$ cat config.mk
export PLATFORM = sky130hd
export DESIGN_NAME = accel_fall_detector_unit
export DESIGN_NICKNAME = d
export VERILOG_FILES = /design/src/rtl/afd_pkg.sv /design/src/rtl/afd_cfg_regs.sv /design/src/rtl/afd_axis_lane.sv /design/src/rtl/afd_merge.sv /design/src/rtl/accel_fall_detector_unit.sv
export VERILOG_INCLUDE_DIRS = /design/src /design/src/rtl
export SDC_FILE = /design/constraint.sdc
export NUM_CORES = 2
export LEC_CHECK = 0
export BUFFER_PORTS_ARGS = -buffer_cell sky130_fd_sc_hd__buf_2
export CORE_ASPECT_RATIO = 1.25
export CORE_MARGIN = 2
export CORE_UTILIZATION = 35
export DETAILED_ROUTE_END_ITERATION = 7
export PLACE_DENSITY_LB_ADDON = 0.05
export SLEW_MARGIN = 5
export SYNTH_ARGS = -nofsm -noshare
export SYNTH_HDL_FRONTEND = slang
export SYNTH_SLANG_ARGS = --single-unit
$ cat constraint.sdc
create_clock -name clk -period 13.5 [get_ports clk]
set_input_delay 1.35 -clock clk [delete_from_list [all_inputs] [get_ports clk]]
set_output_delay 1.35 -clock clk [all_outputs]
set_load 0.01 [all_outputs]
$ cat src/rtl/accel_fall_detector_unit_macros.svh
// assertion macros for the accelerometer fall detector
// used by the top level only, no other dependencies
`ifndef ACCEL_FALL_DETECTOR_UNIT_MACROS_SVH
`define ACCEL_FALL_DETECTOR_UNIT_MACROS_SVH
`ifndef SYNTHESIS
// same-cycle implication, checked at every rising clock edge out of reset
`define AFD_ASSERT_IMPL(lbl, clk_i, rst_n_i, ante, cons) \
	lbl: assert property (@(posedge clk_i) disable iff (!rst_n_i) (ante) |-> (cons)) \
		else $error("fall detector check failed");
// next-cycle implication
`define AFD_ASSERT_NEXT(lbl, clk_i, rst_n_i, ante, cons) \
	lbl: assert property (@(posedge clk_i) disable iff (!rst_n_i) (ante) |=> (cons)) \
		else $error("fall detector check failed");
`else
`define AFD_ASSERT_IMPL(lbl, clk_i, rst_n_i, ante, cons)
`define AFD_ASSERT_NEXT(lbl, clk_i, rst_n_i, ante, cons)
`endif
`endif

$ cat src/rtl/afd_pkg.sv
// shared types and constants of the accelerometer fall detector
// no dependencies
package afd_pkg;

	localparam int AXIS_BITS = 16;
	localparam int SQ_W      = 2 * AXIS_BITS;
	localparam int MAG_W     = 32;
	// sum of three squares needs two more bits; keep at least one above the magnitude
	localparam int SUM_W     = (SQ_W + 2 > MAG_W + 1) ? SQ_W + 2 : MAG_W + 1;
	localparam int TIME_W    = 32;
	localparam int WIN_W     = 16;
	localparam int CNT_W     = 8;
	localparam int ADDR_W    = 4;
	localparam int DATA_W    = 32;

	localparam logic [CNT_W-1:0] COUNT_MAX = '1;

	localparam logic [MAG_W-1:0] THRESH_RESET   = 32'd69739201;
	localparam logic [WIN_W-1:0] INTERVAL_RESET = 16'd20;
	localparam logic [CNT_W-1:0] EVENTS_RESET   = 8'd2;
	localparam logic [WIN_W-1:0] QUIET_RESET    = 16'd1500;

	typedef enum logic [1:0] {
		REG_THRESH   = 2'd0,
		REG_INTERVAL = 2'd1,
		REG_EVENTS   = 2'd2,
		REG_QUIET    = 2'd3
	} reg_idx_t;

	typedef struct packed {
		logic [MAG_W-1:0] rise_threshold_sq;
		logic [WIN_W-1:0] max_rise_interval_ms;
		logic [CNT_W-1:0] events_needed;
		logic [WIN_W-1:0] quiet_window_ms;
	} cfg_t;

endpackage

$ cat src/rtl/afd_cfg_regs.sv
// apb configuration registers of the fall detector
// depends on afd_pkg
module afd_cfg_regs import afd_pkg::*; (
	input  logic              clk,
	input  logic              arst_n,
	input  logic              psel,
	input  logic              penable,
	input  logic              pwrite,
	input  logic [ADDR_W-1:0] paddr,
	input  logic [DATA_W-1:0] pwdata,
	output logic [DATA_W-1:0] prdata,
	output logic              pready,
	output cfg_t              cfg
);

	cfg_t     cfg_q;
	reg_idx_t idx;
	logic     wr_en;

	assign idx    = reg_idx_t'(paddr[ADDR_W-1:2]);
	assign wr_en  = psel && penable && pwrite;
	assign pready = 1'b1;
	assign cfg    = cfg_q;

	always_ff @(posedge clk or negedge arst_n) begin
		if (!arst_n) begin
			cfg_q.rise_threshold_sq    <= THRESH_RESET;
			cfg_q.max_rise_interval_ms <= INTERVAL_RESET;
			cfg_q.events_needed        <= EVENTS_RESET;
			cfg_q.quiet_window_ms      <= QUIET_RESET;
		end else if (wr_en) begin
			case (idx)
				REG_THRESH:   cfg_q.rise_threshold_sq    <= pwdata[MAG_W-1:0];
				REG_INTERVAL: cfg_q.max_rise_interval_ms <= pwdata[WIN_W-1:0];
				REG_EVENTS:   cfg_q.events_needed        <= pwdata[CNT_W-1:0];
				REG_QUIET:    cfg_q.quiet_window_ms      <= pwdata[WIN_W-1:0];
				default:      cfg_q                      <= cfg_q;
			endcase
		end
	end

	always_comb begin
		case (idx)
			REG_THRESH:   prdata = DATA_W'(cfg_q.rise_threshold_sq);
			REG_INTERVAL: prdata = DATA_W'(cfg_q.max_rise_interval_ms);
			REG_EVENTS:   prdata = DATA_W'(cfg_q.events_needed);
			REG_QUIET:    prdata = DATA_W'(cfg_q.quiet_window_ms);
			default:      prdata = '0;
		endcase
	end

endmodule

$ cat src/rtl/afd_axis_lane.sv
// one axis lane: absolute value and square, registered
// depends on afd_pkg
module afd_axis_lane import afd_pkg::*; (
	input  logic                        clk,
	input  logic                        en,
	input  logic signed [AXIS_BITS-1:0] axis,
	output logic        [SQ_W-1:0]      sq_s1
);

	logic [AXIS_BITS-1:0] raw;
	logic [AXIS_BITS-1:0] mag;

	assign raw = axis;
	// most negative value maps to its own magnitude as unsigned
	assign mag = raw[AXIS_BITS-1] ? (~raw + AXIS_BITS'(1)) : raw;

	always_ff @(posedge clk) begin
		if (en) begin
			sq_s1 <= SQ_W'(mag) * SQ_W'(mag);
		end
	end

endmodule

$ cat src/rtl/afd_merge.sv
// merge stage: sums the lane squares, compares, runs the event counter
// depends on afd_pkg
module afd_merge import afd_pkg::*; (
	input  logic              clk,
	input  logic              arst_n,
	input  logic              take,
	input  logic [SQ_W-1:0]   sq_x,
	input  logic [SQ_W-1:0]   sq_y,
	input  logic [SQ_W-1:0]   sq_z,
	input  logic [TIME_W-1:0] time_s1,
	input  cfg_t              cfg,
	output logic              fall_s2,
	output logic              above_s2,
	output logic [MAG_W-1:0]  mag_s2,
	output logic [CNT_W-1:0]  count_s2
);

	logic [SUM_W-1:0]  sum;
	logic [MAG_W-1:0]  mag;
	logic              above;
	logic              quiet;
	logic              rise;
	logic              in_interval;
	logic              counted;
	logic              fall;
	logic [CNT_W-1:0]  cnt_base;
	logic [CNT_W-1:0]  cnt_inc;
	logic [CNT_W-1:0]  cnt_new;
	logic [TIME_W-1:0] since_event;
	logic [TIME_W-1:0] since_rise;

	logic              above_flag_q;
	logic [TIME_W-1:0] last_rise_q;
	logic [TIME_W-1:0] last_event_q;
	logic [CNT_W-1:0]  count_q;

	assign sum   = SUM_W'(sq_x) + SUM_W'(sq_y) + SUM_W'(sq_z);
	assign mag   = (|sum[SUM_W-1:MAG_W]) ? '1 : sum[MAG_W-1:0];
	assign above = mag >= cfg.rise_threshold_sq;

	// quiet window test comes before counting
	assign since_event = time_s1 - last_event_q;
	assign quiet       = since_event >= TIME_W'(cfg.quiet_window_ms);
	assign cnt_base    = quiet ? '0 : count_q;

	assign rise        = above && !above_flag_q;
	assign since_rise  = time_s1 - last_rise_q;
	assign in_interval = since_rise <= TIME_W'(cfg.max_rise_interval_ms);
	assign counted     = rise && in_interval;
	assign cnt_inc     = (cnt_base == COUNT_MAX) ? cnt_base : cnt_base + CNT_W'(1);
	assign fall        = counted && (cnt_inc >= cfg.events_needed);
	assign cnt_new     = counted ? (fall ? '0 : cnt_inc) : cnt_base;

	always_ff @(posedge clk or negedge arst_n) begin
		if (!arst_n) begin
			above_flag_q <= 1'b0;
			last_rise_q  <= '0;
			last_event_q <= '0;
			count_q      <= '0;
		end else if (take) begin
			above_flag_q <= above;
			count_q      <= cnt_new;
			if (rise) begin
				last_rise_q <= time_s1;
			end
			if (counted && !fall) begin
				last_event_q <= time_s1;
			end
		end
	end

	always_ff @(posedge clk) begin
		if (take) begin
			fall_s2  <= fall;
			above_s2 <= above;
			mag_s2   <= mag;
			count_s2 <= cnt_new;
		end
	end

endmodule

$ cat src/rtl/accel_fall_detector_unit.sv
// top level of the accelerometer fall detector
// depends on afd_pkg, afd_cfg_regs, afd_axis_lane, afd_merge and the macro header
`include "accel_fall_detector_unit_macros.svh"

// Takes one three-axis sample per clock unless stalled and returns one result
// transaction per sample, in order, via stage 1 and the output register. Three
// axis lanes square x, y and z side by side into stage-1 registers; the merge
// stage adds them (saturating at 2^32-1), compares with the squared threshold
// and runs the rising-edge interval test, the event counter and the quiet window,
// all combinationally, which is what holds the rate at one sample per cycle. The
// result sits in an output register, so a new sample is taken while a finished
// result waits; the sample side stalls only when both stages are full and the
// result side stalls. Registers: 0x0 squared threshold, 0x4 max rise interval
// in ms, 0x8 events for a fall, 0xC quiet window in ms; write them only while idle.
module accel_fall_detector_unit import afd_pkg::*; (
	input  logic                        clk,
	input  logic                        arst_n,
	// sample channel
	input  logic                        sample_valid,
	output logic                        sample_stall,
	input  logic signed [AXIS_BITS-1:0] accel_x,
	input  logic signed [AXIS_BITS-1:0] accel_y,
	input  logic signed [AXIS_BITS-1:0] accel_z,
	input  logic        [TIME_W-1:0]    time_ms,
	// result channel
	output logic                        result_valid,
	input  logic                        result_stall,
	output logic                        fall_flag,
	output logic                        above_threshold,
	output logic        [MAG_W-1:0]     magnitude_sq,
	output logic        [CNT_W-1:0]     event_count,
	// configuration port
	input  logic                        psel,
	input  logic                        penable,
	input  logic                        pwrite,
	input  logic        [ADDR_W-1:0]    paddr,
	input  logic        [DATA_W-1:0]    pwdata,
	output logic        [DATA_W-1:0]    prdata,
	output logic                        pready
);

	cfg_t              cfg;
	logic              valid_s1;
	logic [TIME_W-1:0] time_s1;
	logic [SQ_W-1:0]   sq_x_s1;
	logic [SQ_W-1:0]   sq_y_s1;
	logic [SQ_W-1:0]   sq_z_s1;
	logic              adv_s1;
	logic              adv_s2;
	logic              accept;
	logic              take;

	// output register frees up when empty or when its transaction leaves
	assign adv_s2       = !result_valid || !result_stall;
	// stage 1 frees up when empty or when it moves into the output register
	assign adv_s1       = !valid_s1 || adv_s2;
	assign sample_stall = !adv_s1;
	assign accept       = sample_valid && adv_s1;
	assign take         = valid_s1 && adv_s2;

	afd_cfg_regs u_regs (
		.clk     (clk),
		.arst_n  (arst_n),
		.psel    (psel),
		.penable (penable),
		.pwrite  (pwrite),
		.paddr   (paddr),
		.pwdata  (pwdata),
		.prdata  (prdata),
		.pready  (pready),
		.cfg     (cfg)
	);

	// one lane per axis
	afd_axis_lane u_lane_x (
		.clk   (clk),
		.en    (accept),
		.axis  (accel_x),
		.sq_s1 (sq_x_s1)
	);

	afd_axis_lane u_lane_y (
		.clk   (clk),
		.en    (accept),
		.axis  (accel_y),
		.sq_s1 (sq_y_s1)
	);

	afd_axis_lane u_lane_z (
		.clk   (clk),
		.en    (accept),
		.axis  (accel_z),
		.sq_s1 (sq_z_s1)
	);

	// timestamp travels alongside the squares
	always_ff @(posedge clk) begin
		if (accept) begin
			time_s1 <= time_ms;
		end
	end

	always_ff @(posedge clk or negedge arst_n) begin
		if (!arst_n) begin
			valid_s1     <= 1'b0;
			result_valid <= 1'b0;
		end else begin
			if (adv_s1) begin
				valid_s1 <= sample_valid;
			end
			if (adv_s2) begin
				result_valid <= valid_s1;
			end
		end
	end

	// sum, threshold compare and event state, loaded into the output register
	afd_merge u_merge (
		.clk      (clk),
		.arst_n   (arst_n),
		.take     (take),
		.sq_x     (sq_x_s1),
		.sq_y     (sq_y_s1),
		.sq_z     (sq_z_s1),
		.time_s1  (time_s1),
		.cfg      (cfg),
		.fall_s2  (fall_flag),
		.above_s2 (above_threshold),
		.mag_s2   (magnitude_sq),
		.count_s2 (event_count)
	);

	// the sample side is held back only while stage 1 holds a transaction
	`AFD_ASSERT_IMPL(a_stall_needs_s1, clk, arst_n, sample_stall, valid_s1)
	// an accepted sample always lands in stage 1
	`AFD_ASSERT_NEXT(a_accept_fills_s1, clk, arst_n, sample_valid && !sample_stall, valid_s1)
	// a fall comes only from a sample above the threshold
	`AFD_ASSERT_IMPL(a_fall_above, clk, arst_n, result_valid && fall_flag, above_threshold)
	// a flagged fall clears the event count
	`AFD_ASSERT_IMPL(a_fall_clears, clk, arst_n, result_valid && fall_flag, event_count == '0)

endmodule

=== Yosys cells after proc, flatten, opt, wreduce, memory -nomap -nowiden ===
Cells that the tools add are included.

* Reductions and logical operators: 24
* Magnitude comparators: 4
* Bitwise logic cells: 3
* Add/sub/neg operators: 8
* Multiply operators: 3
* Eq/ne operators: 4
* Multiplexer cells: 9

{| class="wikitable"
|+ Operators by type and width
! operator !! number
|-
| $pmux 32 s4 || 1
|-
| $mul 16x16->32 || 3
|-
| $sub 32x32->32 || 2
|-
| $add 16x1->16 const B || 3
|-
| $mux 16 || 3
|-
| $not 16->16 || 3
|-
| $add 34x32->34 || 1
|-
| $add 32x32->33 || 1
|-
| $ge 32x16->1 || 1
|-
| $ge 32x32->1 || 1
|-
| $le 32x16->1 || 1
|-
| $mux 32 || 1
|-
| $mux 8 || 4
|-
| $reduce_and 2->1 || 6
|-
| $add 8x1->8 const B || 1
|-
| $eq 8x8->1 const B || 1
|-
| $ge 8x8->1 || 1
|-
| $logic_and 1x1->1 || 8
|-
| $logic_not 1->1 || 6
|-
| $eq 2x2->1 const B || 2
|-
| $eq 2x1->1 const B || 1
|-
| $logic_not 2->1 || 1
|-
| $logic_or 1x1->1 || 2
|-
| $reduce_or 2->1 || 1
|}

* Bits in registers: 317
* Output and inout port bits: 77
* Logic and storage cells: 73
* Input port bits: 123

=== Depth between registers and ports, before layout ===
* Word-level depth: 11
* Depth in mapped cells: 39
* Depth with buffers taken out: 36

=== Modules after synthesis ===
From an unflattened synthesis, not the netlist that was laid out.

* Cell total of the unflattened synthesis: 4,548
* Area, all modules: 42,914.9 um2

{| class="wikitable"
|+ By module, submodules not included
! module !! cells an instance !! area an instance (um2) !! times used !! sequential area each (um2)
|-
| afd_merge || 1,545 || 13,279.0 || 1 || 3,088.0
|-
| afd_axis_lane at u_lane_x || 939 || 8,615.8 || 1 || 930.9
|-
| afd_axis_lane at u_lane_y || 913 || 8,408.1 || 1 || 930.9
|-
| afd_axis_lane at u_lane_z || 896 || 8,350.5 || 1 || 930.9
|-
| afd_cfg_regs || 215 || 3,208.1 || 1 || 1,824.2
|-
| accel_fall_detector_unit || 40 || 1,053.5 || 1 || 1,011.0
|}

=== Least setup slack after synthesis ===
Ideal clock, no wire load.

* Path kind: input -> register
* From: input accel_x[7]
* To: register u_lane_x.sq_s1[31], data pin
* Setup time: 0.260 ns
* Stages on the path: 31
* Required time: 13.240 ns
* Path buffers: 0
* Path slack: 4.349 ns
* Data arrival time: 8.891 ns
* Cells stage by stage: or4_1 > nor4_1 > nand2b_1 > or3_1 > nand2_1 > xor2_1 > clkinv_1 > nand2_1 > inv_1 > fa_1 > inv_1 > fa_1 > inv_1 > fa_1 > inv_1 > fa_1 > fa_1 > fa_1 > inv_1 > ha_1 > a21o_1 > a21o_1 > a21oi_1 > nor2b_1 > o211a_1 > a221oi_1 > a21oi_1 > a31o_2 > a31o_2 > a21oi_1 > xnor2_1

* Cells in the longest elaborated chain, start to end: 4

{| class="wikitable"
|+ Ends and longest elaborated chain
! item !! RTL line !! text
|-
| from (decl) || accel_fall_detector_unit.sv:21 || <nowiki>input logic signed [AXIS_BITS-1:0] accel_x,</nowiki>
|-
| $not 16->16 || afd_axis_lane.sv:15 || <nowiki>assign mag = raw[AXIS_BITS-1] ? (~raw + AXIS_BITS'(1)) : raw;</nowiki>
|-
| $add 16x1->16 || afd_axis_lane.sv:15 ||
|-
| $mux 16 * || afd_axis_lane.sv:15 ||
|-
| $mul 16x16->32 * || afd_axis_lane.sv:19 || <nowiki>sq_s1 <= SQ_W'(mag) * SQ_W'(mag);</nowiki>
|-
| to (signal assigned) || afd_axis_lane.sv:19 ||
|-
| to (decl) || afd_axis_lane.sv:7 || <nowiki>output logic [SQ_W-1:0] sq_s1</nowiki>
|}

Every way passes the cells marked *; elsewhere a longest branch is shown, timed or not.
A chain may end at the register's enable or synchronous reset.

=== Worst setup path in the final report ===
* From: register u_lane_x.sq_s1[3]
* To: register u_merge.count_s2[3], data pin

* Cells in the longest elaborated chain, start to end: 10

{| class="wikitable"
|+ Ends and longest elaborated chain
! item !! RTL line !! text
|-
| $add 32x32->33 * || afd_merge.sv:37 || <nowiki>assign sum = SUM_W'(sq_x) + SUM_W'(sq_y) + SUM_W'(sq_z);</nowiki>
|-
| $add 34x32->34 * || afd_merge.sv:37 ||
|-
| $reduce_or 2->1 || afd_merge.sv:38 || <nowiki>assign mag = (|sum[SUM_W-1:MAG_W]) ? '1 : sum[MAG_W-1:0];</nowiki>
|-
| $mux 32 * || afd_merge.sv:38 ||
|-
| via u_merge.mag[22] || afd_merge.sv:19 || <nowiki>logic [MAG_W-1:0] mag;</nowiki>
|-
| $ge 32x32->1 * || afd_merge.sv:39 || <nowiki>assign above = mag >= cfg.rise_threshold_sq;</nowiki>
|-
| $logic_and 1x1->1 * || afd_merge.sv:46 || <nowiki>assign rise = above && !above_flag_q;</nowiki>
|-
| $logic_and 1x1->1 * || afd_merge.sv:49 || <nowiki>assign counted = rise && in_interval;</nowiki>
|-
| $logic_and 1x1->1 || afd_merge.sv:51 || <nowiki>assign fall = counted && (cnt_inc >= cfg.events_needed);</nowiki>
|-
| $mux 8 || afd_merge.sv:52 || <nowiki>assign cnt_new = counted ? (fall ? '0 : cnt_inc) : cnt_base;</nowiki>
|-
| $mux 8 * || afd_merge.sv:52 ||
|-
| via u_merge.cnt_new[3] || afd_merge.sv:28 || <nowiki>logic [CNT_W-1:0] cnt_new;</nowiki>
|-
| to (signal assigned) || afd_merge.sv:77 || <nowiki>count_s2 <= cnt_new;</nowiki>
|-
| to (decl) || afd_merge.sv:15 || <nowiki>output logic [CNT_W-1:0] count_s2</nowiki>
|}

The timed path passes the listed nets; every way through them passes the cells marked *.

==> run metrics <==
kind of end point of the critical path register; Seq cells post-synth 314; core region area 0.1182 mm^2; CP max FO 33; R2R depth 33; area share of the largest cell type after synthesis 23.77%; area of the multi-input gates 0.02927 mm^2; worst r2r src u_lane_x.sq_s1[3]; gp weighted congestion 0.8438; Die H 389.8 um; Cells after Synth around 4600; Max-cap violations 0; final setup vio count 0; WL per Instance 18.72 um; cts bufs inserted 40; GRT Overall Usage 19.83%; buffers and inverters on the worst path 1; Worst-path clk slew 0.06 ns; Critical Path RT about 14 ns; area delta synth->final 10.48%; post-synthesis cell type count 93; vias post-DR 31215; clock skew 0.04472 ns; FF-to-FF End u_merge.count_s2[3]; R2R Setup Slk about 3.3 ns; # DRC 0; gr ovfl total 0; Synth warnings 0; clock tree buffer depth 3; hold depth 2; HP Class reg2reg; Fmax achieved ~98 MHz; startpoint type of the worst setup path register; final wirelength between 100 and 150 mm; Synth Cell Area 0.04168 mm^2; Layout fillers between 10000 and 15000; placed cell count 6308; H-tree Lvls 2; Worst Setup Path Type reg2reg; Final nets 5880; hold_sp u_merge.last_rise_q[0]; DRT antenna net count 0; largest net degree at the start of global routing 75; Slew Viols, Final 0; Seq/Total Area, Yosys between 20% and 30%; worst slew pin tran between 1 and 1.5 ns; Final Hold Violating Endpoints 0; TNS Setup 0 ns; Critical Path AT about 11 ns; clock latency at the later pin of the worst-skew pair about 0.63 ns; post-route minimum period 10.24 ns; ys flop type edfxtp_1; initial core utilization 35.27%; CTS tree done; top cell family by delay on the critical path compound AO/OA/AOI/OAI gates; number of flops mapped to enable cells by yosys ~170; clock sink total 314; Top-Level Pins 200; Die X-Extent 312.7 um; Final Util between 30% and 40%; TritonRoute pass-1 iters 5; hold_buf cts 0; RSZ-0062 raised after global routing false; Die ar. between 0.1 and 0.15 mm^2; relative slew slack 27.16%; area leader, netlist fa_1; layout cells sized above 1 around 8.6%; Port Buf Inserts 196; stages on the worst setup path 33; Initial DRC Count 1436; global-route wire length before repair 187.4 mm; detailed-placement wirelength estimate 99.42 mm; worst hold slack between 0.4 and 0.5 ns; slowest stage delay, CP 0.69 ns; CTS resizes 0; critical path's slowest cell a21oi_4; post-route clock period utilization around 76%; Syn Area/Cell 9.147 um^2; vias in the first global route 32440; Reg area around 0.0087 mm^2; FFs w/ async S/R, synth 46.82%; Root Driver clkbuf_16; initial antenna violation count 6; FP Rows 141; setup bufs post-CTS 0; Synth area leaders fa_1, ha_1, edfxtp_1, inv_1, dfrtp_1; DR vias/cell ~4.9; fin cells 6383; status finished, final reports clean; WHS Endpoint u_merge.last_rise_q[0]
Yosys cell counts, drive strengths merged (18+ instances only):
| master | instances |
|---|---|
| and2 | 33 |
| o211ai | 20 |
| nand4 | 26 |
| dfstp | 18 |
| a31oi | 22 |
| ha | 485 |
| nand3 | 52 |
| inv | 898 |
| dfrtp | 129 |
| xor2 | 78 |
| nor4 | 21 |
| nor2 | 360 |
| o21ai | 222 |
| xnor2 | 143 |
| nand2 | 404 |
| mux2 | 38 |
| edfxtp | 167 |
| clkbuf | 87 |
| o31ai | 22 |
| fa | 495 |
| or3 | 26 |
| a21o | 78 |
| clkinv | 23 |
| or4 | 18 |
| and3 | 33 |
| nor3 | 79 |
| a21oi | 194 |
| nor2b | 36 |
| o21a | 42 |
| nand2b | 42 |
| o21bai | 18 |
cells by family after synthesis:
| logic type | count (synthesis) | share of synthesized area [%] |
|---|---|---|
| fa+ha+maj | 980 | 38.33 |
| other cells | 2 | 0.01802 |
| mux | 62 | 1.843 |
| compound gates | 780 | 12.00 |
| xor+xnor | 221 | 4.644 |
| buf+inv | 1024 | 9.281 |
| simple gates | 1174 | 12.97 |
| flops | 314 | 20.91 |
worst max path at each step:
stage / endpoint / startpoint
global placement: u_lane_z.sq_s1[30] / accel_z[5]
CTS: u_merge.count_s2[3] / u_lane_x.sq_s1[3]
floorplan: u_lane_x.sq_s1[31] / accel_x[7]
detailed placement: u_lane_z.sq_s1[30] / accel_z[5]
global route: u_merge.count_s2[3] / u_lane_x.sq_s1[3]
finish: u_merge.count_s2[3] / u_lane_x.sq_s1[3]
metal layers:
metal	vias up	global-route usage (%)	part of all wire, %
li1	15400	-	-
met1	15290	26.43	46
met2	439	34.89	50
met3	86	1.503	2.5
met4	0	4.698	2.1
met5	-	0	0
per-stage QoR:
stage	instance area, um^2	worst slack [ns]
2_1_floorplan	41820	4.349
3_3_place_gp	44770	2.735
3_5_place_dp	44770	2.748
4_1_cts	46050	2.977
5_1_grt	46050	2.174
6_report	46050	3.257
placed cells by master, fill, tap and decap left out, types with 10 or more instances in the layout:
| master | synthesis | layout |
|---|---|---|
| inv_1 | 895 | 894 |
| fa_1 | 495 | 495 |
| ha_1 | 485 | 485 |
| nand2_1 | 404 | 404 |
| nor2_1 | 359 | 358 |
| o21ai_0 | 214 | 214 |
| buf_2 | 10 | 195 |
| a21oi_1 | 194 | 193 |
| edfxtp_1 | 167 | 167 |
| xnor2_1 | 143 | 143 |
| dfrtp_1 | 129 | 129 |
| a21o_1 | 78 | 78 |
| xor2_1 | 78 | 78 |
| nor3_1 | 77 | 75 |
| nand3_1 | 52 | 52 |
| buf_4 | 1 | 50 |
| o21a_1 | 42 | 42 |
| nand2b_1 | 42 | 41 |
| clkbuf_16 | 0 | 40 |
| mux2_2 | 38 | 38 |
| conb_1 | 2 | 37 |
| nor2b_1 | 36 | 36 |
| and3_1 | 33 | 33 |
| and2_1 | 33 | 32 |
| clkinv_1 | 23 | 31 |
| or3_1 | 25 | 25 |
| nand4_1 | 25 | 25 |
| o31ai_1 | 22 | 22 |
| a31oi_1 | 22 | 22 |
| o211ai_1 | 20 | 20 |
| nor4_1 | 20 | 19 |
| o21bai_1 | 18 | 18 |
| dfstp_2 | 18 | 18 |
| or4_1 | 16 | 16 |
| mux2i_1 | 16 | 16 |
| or2_2 | 13 | 13 |
| a211oi_1 | 13 | 13 |
| o41ai_1 | 12 | 12 |
| o22ai_1 | 11 | 11 |
| o2111ai_1 | 10 | 10 |
registers in the layout (all words and copies together), names as in the netlist, 31 cells and up:
| signal | count |
|---|---|
| u_regs.cfg | 72 |
| time_s1 | 32 |
| u_merge.last_event_q | 32 |
| u_merge.last_rise_q | 32 |
| u_merge.mag_s2 | 32 |
| u_lane_x.sq_s1 | 31 |
| u_lane_y.sq_s1 | 31 |
| u_lane_z.sq_s1 | 31 |
worst reg2reg max path: cells and delay by family (launching register included):
kind / cells / cell delay (ns)
buffers and inverters: 1 / 0.19
XOR/XNOR: 1 / 0.13
adder cells (fa/ha/maj): 3 / 1.11
AO/OA/AOI/OAI: 14 / 4.25
AND/OR/NAND/NOR: 14 / 3.98
flip-flops: 1 / 0.38
area by class of cell:
| cell class | count | share of cell area [%] |
|---|---|---|
| antenna | 3 | 0.01630 |
| clock buffer | 51 | 2.307 |
| clock inverter | 21 | 0.4537 |
| inverter | 921 | 7.507 |
| multi-input combinational | 3254 | 63.56 |
| sequential | 314 | 18.93 |
| tap | 1573 | 4.274 |
| timing repair buffer | 246 | 2.959 |
Power is left out: the tool's default activity adds up to more than one toggle a clock period on the data nets, which glitch-free logic cannot reach.
